`src/rtl/i2cm_pkg.sv`:
```
// shared types and codes for the i2c master bit engine
// used by the top level, its checker and the testbench, no dependencies
package i2cm_pkg;

  localparam logic [2:0] FUNC_TICK    = 3'd0;
  localparam logic [2:0] FUNC_START   = 3'd1;
  localparam logic [2:0] FUNC_STOP    = 3'd2;
  localparam logic [2:0] FUNC_WRITE   = 3'd3;
  localparam logic [2:0] FUNC_READ    = 3'd4;
  localparam logic [2:0] FUNC_ADDR_WR = 3'd5;
  localparam logic [2:0] FUNC_ADDR_RD = 3'd6;

  localparam logic [15:0] HALF_BIT_RESET = 16'd5;
  localparam logic [3:0]  BITS_PER_BYTE  = 4'd8;

  typedef struct packed {
    logic [2:0] func;
    logic [7:0] tx_byte;
    logic       nack_req;
    logic       sda_in;
  } in_item_t;

  typedef struct packed {
    logic       scl_level;
    logic       sda_level;
    logic       cmd_done;
    logic       ack_ok;
    logic [7:0] rx_byte;
    logic       status;
  } out_item_t;

endpackage

```
`src/rtl/i2c_master_bit_engine.sv`:
```
// i2c master bit engine top level
// depends on i2cm_pkg
//
// Takes one item per clock while the output does not stall and returns one result
// item per input item: the item is captured in an input register, then the bus
// sequencer (a small phase/bit/tick counter set) updates its state and loads the
// result register. Tick items advance the half-bit counter; a half_bit_ticks of
// zero counts as one. Commands accepted while a command is still running are
// rejected with status set. Output stall backs up through both registers to the
// input stall. Configuration writes are always ready; the user is to make them
// only while the block is idle, which the block itself does not enforce.
module i2c_master_bit_engine (
  input  logic                clk_i,
  input  logic                rst_ni,
  input  logic                in_valid_i,
  output logic                in_stall_o,
  input  i2cm_pkg::in_item_t  in_item_i,
  output logic                out_valid_o,
  input  logic                out_stall_i,
  output i2cm_pkg::out_item_t out_item_o,
  input  logic                cfg_valid_i,
  output logic                cfg_ready_o,
  input  logic [15:0]         cfg_data_i
);
  import i2cm_pkg::*;

  typedef enum logic [2:0] {
    OP_IDLE,
    OP_START,
    OP_STOP,
    OP_WRITE,
    OP_READ
  } op_e;

  op_e        op_q, op_d;
  logic [1:0] phase_q, phase_d;
  logic [3:0] bit_q, bit_d;
  logic [7:0] shift_q, shift_d;
  logic [15:0] tick_q, tick_d;
  logic       scl_q, scl_d;
  logic       sda_q, sda_d;
  logic       nack_q, nack_d;
  logic       ack_q, ack_d;
  logic [15:0] hb_q;

  in_item_t   in_q;
  logic       in_vld_q;
  out_item_t  out_q, res_d;
  logic       out_vld_q;
  logic       adv;

  assign adv         = in_vld_q && (!out_vld_q || !out_stall_i);
  assign in_stall_o  = in_vld_q && !adv;
  assign out_valid_o = out_vld_q;
  assign out_item_o  = out_q;
  assign cfg_ready_o = 1'b1;

  always_comb begin
    logic [16:0] tick_inc;
    logic [15:0] hb;
    logic [7:0]  sh_nx;
    logic [3:0]  bi_nx;
    logic        fin;
    op_d     = op_q;
    phase_d  = phase_q;
    bit_d    = bit_q;
    shift_d  = shift_q;
    tick_d   = tick_q;
    scl_d    = scl_q;
    sda_d    = sda_q;
    nack_d   = nack_q;
    ack_d    = ack_q;
    res_d    = '0;
    fin      = 1'b0;
    hb       = (hb_q == 16'd0) ? 16'd1 : hb_q;
    tick_inc = {1'b0, tick_q} + 17'd1;
    bi_nx    = bit_q + 4'd1;
    sh_nx    = {shift_q[6:0], (op_q == OP_READ) ? in_q.sda_in : 1'b0};

    if (in_q.func == FUNC_TICK) begin
      if (op_q != OP_IDLE) begin
        if (tick_inc >= {1'b0, hb}) begin
          tick_d = '0;
          unique case (op_q)
            OP_START: begin
              if (phase_q == 2'd0) begin
                sda_d = 1'b0; phase_d = 2'd1;
              end else if (phase_q == 2'd1) begin
                scl_d = 1'b0; phase_d = 2'd2;
              end else begin
                fin = 1'b1;
              end
            end
            OP_STOP: begin
              if (phase_q == 2'd0) begin
                scl_d = 1'b1; phase_d = 2'd1;
              end else if (phase_q == 2'd1) begin
                sda_d = 1'b1; phase_d = 2'd2;
              end else begin
                fin = 1'b1;
              end
            end
            OP_WRITE, OP_READ: begin
              if (phase_q == 2'd0) begin
                scl_d = 1'b1; phase_d = 2'd1;
              end else if (phase_q == 2'd1) begin
                scl_d = 1'b0;
                if (bit_q < BITS_PER_BYTE) begin
                  shift_d = sh_nx;
                  bit_d   = bi_nx;
                  phase_d = 2'd0;
                  if (bi_nx < BITS_PER_BYTE) begin
                    sda_d = (op_q == OP_WRITE) ? sh_nx[7] : 1'b1;
                  end else begin
                    sda_d = (op_q == OP_WRITE) ? 1'b1 : nack_q;
                  end
                end else begin
                  // ack slot high half ends here
                  if (op_q == OP_WRITE) ack_d = !in_q.sda_in;
                  phase_d = 2'd2;
                end
              end else begin
                scl_d = 1'b0;
                sda_d = 1'b1;
                fin   = 1'b1;
              end
            end
            default: ;
          endcase
          if (fin) begin
            res_d.cmd_done = 1'b1;
            if (op_q == OP_WRITE) res_d.ack_ok = ack_q;
            if (op_q == OP_READ) res_d.rx_byte = shift_q;
            op_d    = OP_IDLE;
            phase_d = 2'd0;
            bit_d   = 4'd0;
          end
        end else begin
          tick_d = tick_inc[15:0];
        end
      end
    end else if (in_q.func <= FUNC_ADDR_RD) begin
      if (op_q != OP_IDLE) begin
        res_d.status = 1'b1;
      end else begin
        phase_d = 2'd0;
        bit_d   = 4'd0;
        tick_d  = '0;
        ack_d   = 1'b0;
        unique case (in_q.func)
          FUNC_START: begin
            op_d = OP_START; scl_d = 1'b1; sda_d = 1'b1;
          end
          FUNC_STOP: begin
            op_d = OP_STOP; scl_d = 1'b0; sda_d = 1'b0;
          end
          FUNC_READ: begin
            op_d = OP_READ; nack_d = in_q.nack_req; shift_d = '0;
            scl_d = 1'b0; sda_d = 1'b1;
          end
          default: begin
            op_d = OP_WRITE;
            // address commands drop tx bit 7 and append the r/w bit
            if (in_q.func == FUNC_WRITE) shift_d = in_q.tx_byte;
            else shift_d = {in_q.tx_byte[6:0], in_q.func == FUNC_ADDR_RD};
            scl_d = 1'b0;
            sda_d = shift_d[7];
          end
        endcase
      end
    end
    res_d.scl_level = scl_d;
    res_d.sda_level = sda_d;
  end

  always_ff @(posedge clk_i or negedge rst_ni) begin
    if (!rst_ni) begin
      op_q      <= OP_IDLE;
      phase_q   <= 2'd0;
      bit_q     <= 4'd0;
      shift_q   <= 8'd0;
      tick_q    <= 16'd0;
      scl_q     <= 1'b1;
      sda_q     <= 1'b1;
      nack_q    <= 1'b0;
      ack_q     <= 1'b0;
      hb_q      <= HALF_BIT_RESET;
      in_vld_q  <= 1'b0;
      out_vld_q <= 1'b0;
      in_q      <= '0;
      out_q     <= '0;
    end else begin
      if (cfg_valid_i) hb_q <= cfg_data_i;
      if (in_valid_i && !in_stall_o) begin
        in_q <= in_item_i;
      end
      if (!in_stall_o) in_vld_q <= in_valid_i;
      if (adv) begin
        op_q    <= op_d;
        phase_q <= phase_d;
        bit_q   <= bit_d;
        shift_q <= shift_d;
        tick_q  <= tick_d;
        scl_q   <= scl_d;
        sda_q   <= sda_d;
        nack_q  <= nack_d;
        ack_q   <= ack_d;
        out_q   <= res_d;
      end
      if (adv) out_vld_q <= 1'b1;
      else if (!out_stall_i) out_vld_q <= 1'b0;
    end
  end

endmodule

```
`config.mk`:
```
export PLATFORM = sky130hd
export DESIGN_NAME = i2c_master_bit_engine
export DESIGN_NICKNAME = d
export VERILOG_FILES = /design/src/rtl/i2cm_pkg.sv /design/src/rtl/i2c_master_bit_engine.sv
export SDC_FILE = /design/constraint.sdc
export NUM_CORES = 1
export LEC_CHECK = 0
export BUFFER_PORTS_ARGS = -buffer_cell sky130_fd_sc_hd__buf_2
export CORE_MARGIN = 1.5
export CORE_UTILIZATION = 47
export DETAILED_ROUTE_END_ITERATION = 12
export PLACE_DENSITY = 0.76
export REMOVE_ABC_BUFFERS = 1
export SYNTH_ARGS = -nofsm -noshare
export SYNTH_HDL_FRONTEND = slang
export SYNTH_SLANG_ARGS = --single-unit
export TNS_END_PERCENT = 30
```
`constraint.sdc`:
```
create_clock -name clk_i -period 3.4 [get_ports clk_i]
set_input_delay 0.34 -clock clk_i [delete_from_list [all_inputs] [get_ports clk_i]]
set_output_delay 0.34 -clock clk_i [all_outputs]
set_load 0.05 [all_outputs]
```
==> flow_summary.ini, run 1 <==
[status]
outcome = complete, no violations

[logic_synthesis]
most_common_flop_cell_mapped_by_yosys = sky130_fd_sc_hd__dfrtp_1
combinational_family_with_the_most_area_after_synthesis = compound AO/OA/AOI/OAI gates
sequential_element_share_of_the_synthesized_area = 0.446
synth-warning-count = 0
yosys.area_share.xor_xnor = 0.0269
async_flop_share = 1.00
yosys-top-cells-area = sky130_fd_sc_hd__dfrtp_1, sky130_fd_sc_hd__mux2_2, sky130_fd_sc_hd__o21ai_0
synth_simple_gate_area_share = 0.173
synth.avg_cell_area_sq_um = 9.45
mappedNetlistArea_sq_um = 4560
synth_top_cell_area_share = 0.423
compound_gate_fraction_of_synth_area = 0.181
syn-instance-count = 482
synthMuxAreaShare = 0.0711
library_cell_occupying_the_most_area_in_the_post_synthesis_netlist = sky130_fd_sc_hd__dfrtp_1
synthTopCellsByCount = sky130_fd_sc_hd__dfrtp_1, sky130_fd_sc_hd__nand2_1, sky130_fd_sc_hd__o21ai_0
synthAdderAreaFrac = 0.0577
synth.most_common_cell = sky130_fd_sc_hd__dfrtp_1
ys_seq_elements = 81
synth-edff-count = 0
distinct_cell_type_count_after_synthesis = 59

[finish]
nets = 617
final_layout_size_suffix_gt1_frac = 0.300
fillers = 770
antennaDiodeCount = 0
multi_input_area_sq_um = 2520
layout.cell_area.non_filler_sq_um = 5610
area_delta_synth_final_pct = 23.1
register_area_sq_um = 2030

[floorplan]
die_y_microns = 101
floorplan.initialDensity = 0.489
design.core.area_sq_um = 9330
std_cell_rows = 35
floorplan.die_area_sq_um = 10300
fp.dieW_microns = 101
io_pins = 50

[cts]
cts_root_buf = sky130_fd_sc_hd__clkbuf_8
clock_transition_at_the_registers_of_the_reported_paths_ps = 90
cts-hold-fix-buffers = 0
cts.htree.levels = 3
tritoncts = done
cts-root-to-sink-buffers = 2
insertion_delay_ps = 370
cts.sink_count = 81
cts_made_buffers = 9

[global_route]
grt_max_degree = 82
grt_antenna_before_repair = 0
globalRouteOverflowTotal = 0
grt.total_usage = 0.214
number_of_global_route_vias_before_repair = 3696
grt_pass1_wl_microns = 17400

[setup_path]
r2r_cells = 14
reg2reg_slack_ps = 40
reg2reg_to = tick_q[13]
crit_path_to = tick_q[13]
crit_path_start_kind = flip-flop
crit_fanout = 6
timing.rr.start = tick_q[0]
worstPathArrival_ps = 3650
timing.critical_path.to_type = flip-flop
cp_data_required_time_ps = 3700
criticalPathCategory = flip-flop to flip-flop
critPathLaunch = tick_q[0]

[sta]
slew_headroom = 0.335
hold-worst-slack_ps = 143
rsz0062_at_grt = yes
layout_worst_path_cycle_share = 0.988
final.setup_skew_ps = 11.1
fin_setup_tns_ps = 0
setup-violations-final = 0
layout_setup_ws_ps = 41.6
timing_max_transition_violations_final = 0
hold_viol_final = 0
finalCriticalPeriod_ps = 3360
tightestPinTransition_ps = 998
fmax_ghz = 0.298

[placement]
post-place-ws_ps = -116
globalplace.congestion = 0.942
io_buffers = 48
dpl_cell_area_sq_um = 5060
post-dp-hpwl_microns = 7590

[route]
via_count = 3900
detail_route.first_pass.iterations = 4
drt_iter0_drc = 185
post-route-drc-count = 0
vias_per_cell = 5.60
route.antenna.remaining_nets = 0
totalWireLength_microns = 11100
wl_per_cell_microns = 16.0

[job]
cap_violations = 0

[hold_path]
hp-class = input port to async pin

[pwr]
ir_worst_vdd_v = 0.000355
power.total_mw = 2.70
total_leakage_power_nw = 2.67
power_density_over_cell_area_nw_per_um2 = 482
==> cell usage in the layout, fill, tap and decap left out, types with 6 or more instances in the layout <==
cell type / count
sky130_fd_sc_hd__dfrtp_1: 76
sky130_fd_sc_hd__nand2_1: 61
sky130_fd_sc_hd__o21ai_0: 51
sky130_fd_sc_hd__buf_2: 47
sky130_fd_sc_hd__buf_4: 36
sky130_fd_sc_hd__inv_1: 29
sky130_fd_sc_hd__mux2_2: 27
sky130_fd_sc_hd__ha_1: 19
sky130_fd_sc_hd__nand3_1: 18
sky130_fd_sc_hd__nor2_1: 18
sky130_fd_sc_hd__a21oi_1: 12
sky130_fd_sc_hd__nor3_1: 10
sky130_fd_sc_hd__clkbuf_8: 10
sky130_fd_sc_hd__a22oi_1: 8
sky130_fd_sc_hd__and3_1: 8
sky130_fd_sc_hd__a22o_1: 8
sky130_fd_sc_hd__nand2b_1: 6
sky130_fd_sc_hd__xnor2_1: 6
==> flip-flops by register name, indices dropped and copies added (netlist names) <==
signal / flops
sda_q: 1
bit_q: 4
nack_q: 1
scl_q: 1
phase_q: 2
in_vld_q: 1
hb_q: 16
out_item_o: 13
op_q: 3
tick_q: 16
out_valid_o: 1
ack_q: 1
in_q: 13
shift_q: 8
==> what timing repair did <==
item,4_1_cts,5_1_grt
cloned,0,1
pin swaps,1,24
endpoints found under the setup margin,23,44
resized for setup,5,37
buffers inserted,1,14
==> cell type report <==
class	instances	share of cell area
multi-input cells	352	0.450
flip-flops and latches	81	0.363
repair buffers	88	0.100
well taps	129	0.0288
clock buffers	10	0.0245
inverters	30	0.0201
clock inverters	6	0.0141
==> metal layers <==
layer,up-vias,wire (microns),global-route usage
met1,1874,4990,0.278
met5,-,0,0
met3,13,490,0.0366
met2,108,5500,0.367
li1,1905,-,-
met4,0,158,0.0662
==> worst min path at each step <==
stage                         startpoint            end  slack [ps]  depth (start not counted)
final                             rst_ni        hb_q[1]         140                          1
after global routing      cfg_data_i[13]       hb_q[13]         170                          3
after CTS                     in_valid_i       in_vld_q         170                          2
after detailed placement   out_item_o[0]  out_item_o[0]         470                          2
after global placement     out_item_o[0]  out_item_o[0]         470                          2
after floorplan                   rst_ni          ack_q          40                          0
==> power breakdown <==
group / internal [mW] / switching [mW]
logic: 0.289 / 0.416
registers: 1.08 / 0.129
clock network: 0.378 / 0.406
==> stage by stage <==
| step | util | cells |
|---|---|---|
| 6_report | 0.601 | 696 |
| 4_1_cts | 0.569 | 681 |
| 3_3_place_gp | 0.543 | 664 |
| 3_5_place_dp | 0.543 | 664 |
| 2_1_floorplan | - | 462 |
| 5_1_grt | 0.601 | 696 |
==> cell families (layout without fill, tap and decap cells) <==
| kind of cell | Yosys count | in the layout |
|---|---|---|
| and+or+nand+nor | 160 | 161 |
| AOI/OAI and AO/OA | 126 | 126 |
| DFF | 81 | 81 |
| buffers and inverters | 50 | 134 |
| muxes | 29 | 29 |
| adders and majority gates | 21 | 21 |
| xor gates and xnor gates | 14 | 14 |
| other | 1 | 1 |
==> worst max-delay path, cell delays in order, from the launching register on <==
cell,delay (ps)
sky130_fd_sc_hd__dfrtp_1,410
sky130_fd_sc_hd__ha_2,200
sky130_fd_sc_hd__and4_4,230
sky130_fd_sc_hd__nand2_4,90
sky130_fd_sc_hd__nor2_4,120
sky130_fd_sc_hd__nand3_2,100
sky130_fd_sc_hd__xnor2_1,150
sky130_fd_sc_hd__ha_1,280
sky130_fd_sc_hd__nand4_1,140
sky130_fd_sc_hd__nor2_1,60
sky130_fd_sc_hd__a211o_1,240
sky130_fd_sc_hd__a22o_4,270
sky130_fd_sc_hd__or3_4,400
sky130_fd_sc_hd__or4_1,500
sky130_fd_sc_hd__o21ai_1,80
(Power assumes the default switching activity.)
==> run 2, diff against run 1 <==
--- a/config.mk
+++ b/config.mk
@@ -10,7 +10,6 @@
 export CORE_UTILIZATION = 47
 export DETAILED_ROUTE_END_ITERATION = 12
 export PLACE_DENSITY = 0.76
-export REMOVE_ABC_BUFFERS = 1
 export SYNTH_ARGS = -nofsm -noshare
 export SYNTH_HDL_FRONTEND = slang
 export SYNTH_SLANG_ARGS = --single-unit
==> run 2 against run 1 <==
Against the previous run:
- setup slack worse by 12 ps
- register-to-register slack about the same
- power up 4.2%
- clock-buffer cell count down 1
- sequential power about the same
- final cell count up 0.86%
- critical endpoint is now tick_q[5]
- largest power group unchanged
==> flow_summary.ini, run 2 (synthesis results as in run 1) <==
[status]
outcome = complete, no violations

[sta]
fmax_ghz = 0.297
setup-violations-final = 0
tightestPinTransition_ps = 1000
fin_setup_tns_ps = 0
hold_viol_final = 0
slew_headroom = 0.333
finalCriticalPeriod_ps = 3370
timing_max_transition_violations_final = 0
final.setup_skew_ps = 10.0
rsz0062_at_grt = yes
layout_worst_path_cycle_share = 0.991

[route]
via_count = 3948
totalWireLength_microns = 11500
route.antenna.remaining_nets = 0
vias_per_cell = 5.62
drt_iter0_drc = 203
detail_route.first_pass.iterations = 4
wl_per_cell_microns = 16.4
post-route-drc-count = 0

[placement]
globalplace.congestion = 0.922
dpl_cell_area_sq_um = 5120
post-dp-hpwl_microns = 7830
io_buffers = 48

[cts]
cts.htree.levels = 3
cts-root-to-sink-buffers = 2
cts-hold-fix-buffers = 0
insertion_delay_ps = 370
cts.sink_count = 81
clock_transition_at_the_registers_of_the_reported_paths_ps = 90
tritoncts = done
cts_made_buffers = 9
cts_root_buf = sky130_fd_sc_hd__clkbuf_8

[setup_path]
r2r_cells = 16
crit_path_start_kind = flip-flop
reg2reg_to = tick_q[5]
criticalPathCategory = flip-flop to flip-flop
timing.critical_path.to_type = flip-flop
cp_data_required_time_ps = 3690
worstPathArrival_ps = 3670
crit_fanout = 6
timing.rr.start = tick_q[1]
reg2reg_slack_ps = 30

[pwr]
total_leakage_power_nw = 2.71
ir_worst_vdd_v = 0.000382
power_density_over_cell_area_nw_per_um2 = 494

[finish]
final_layout_size_suffix_gt1_frac = 0.312
layout.cells.most_common_list = sky130_fd_sc_hd__dfrtp_1, sky130_fd_sc_hd__nand2_1, sky130_fd_sc_hd__o21ai_0
reg_top3 = hb_q x16, tick_q x16
nets = 623
antennaDiodeCount = 0
area_delta_synth_final_pct = 25.2
final_common_cell = sky130_fd_sc_hd__dfrtp_1
finish.utilization = 0.612
layout.cell_area.non_filler_sq_um = 5700

[global_route]
grt_pass1_wl_microns = 18400
number_of_global_route_vias_before_repair = 3801
globalRouteOverflowTotal = 0
grt_antenna_before_repair = 0
grt_max_degree = 82
grt.total_usage = 0.229

[floorplan]
fp.dieW_microns = 101
floorplan.die_area_sq_um = 10300
die_y_microns = 101
std_cell_rows = 35
io_pins = 50
floorplan.initialDensity = 0.489
design.core.area_sq_um = 9330

[job]
cap_violations = 0

[hold_path]
hp-class = input port to async pin

[logic_synthesis]
synth_fp_nets = 537
run 2: repair_timing:
item	CTS	global route
gates resized for setup	12	33
pin swaps	9	24
setup endpoints to repair	21	34
buffers inserted	8	8
run 2: worst max-delay path: stages, from the launching register on:
cell	delay (ps)
sky130_fd_sc_hd__dfrtp_2	420
sky130_fd_sc_hd__ha_4	150
sky130_fd_sc_hd__and4_4	230
sky130_fd_sc_hd__nand2_4	70
sky130_fd_sc_hd__nor2_4	100
sky130_fd_sc_hd__nand3_2	120
sky130_fd_sc_hd__xnor2_2	170
sky130_fd_sc_hd__ha_1	320
sky130_fd_sc_hd__nand4_1	150
sky130_fd_sc_hd__nor2_1	60
sky130_fd_sc_hd__a211o_1	230
sky130_fd_sc_hd__a22o_1	270
sky130_fd_sc_hd__or3_4	390
sky130_fd_sc_hd__buf_8	150
sky130_fd_sc_hd__buf_2	160
sky130_fd_sc_hd__o21ai_0	170
sky130_fd_sc_hd__o2bb2ai_1	130
run 2: metal layers:
layer / vias to the layer above / part of all wire / wire length, microns / track usage
met5: - / 0 / 0 / 0
met4: 0 / 0.019 / 216 / 0.0620
met3: 26 / 0.034 / 387 / 0.0380
met2: 105 / 0.52 / 5990 / 0.408
met1: 1910 / 0.43 / 4910 / 0.288
li1: 1907 / - / - / -
run 2: area by class of cell:
cell class              count  area (sq um)
well taps                 129           161
fillers                   747          3620
multi-input cells         351          2540
repair buffers             95           608
clock inverters             7           126
inverters                  30           113
flip-flops and latches     81          2030
clock buffers               9           124
run 2: how the worst max path moves through the flow:
stage | start | endpoint | cells after the start
after floorplan | tick_q[0] | tick_q[13] | 15
after global placement | tick_q[0] | shift_q[2] | 15
after detailed placement | tick_q[0] | bit_q[1] | 14
after CTS | tick_q[1] | phase_q[0] | 15
after global routing | tick_q[0] | tick_q[5] | 16
final | tick_q[1] | tick_q[5] | 16
run 2: power by group:
| group | switching, mW | internal (mW) |
|---|---|---|
| combinational | 0.411 | 0.299 |
| sequential | 0.141 | 1.08 |
| clock | 0.384 | 0.496 |
run 2: stage by stage:
stage | cells | hold WS, ps | power, mW | setup WS (ps)
after floorplan | 482 | 44.4 | 1.67 | 28.3
after global placement | 670 | 460 | 1.86 | 0.535
after detailed placement | 670 | 471 | 1.89 | -117
after CTS | 694 | 175 | 2.78 | 1.00
after global routing | 702 | 196 | 2.96 | -128
final | 702 | 143 | 2.82 | 29.3
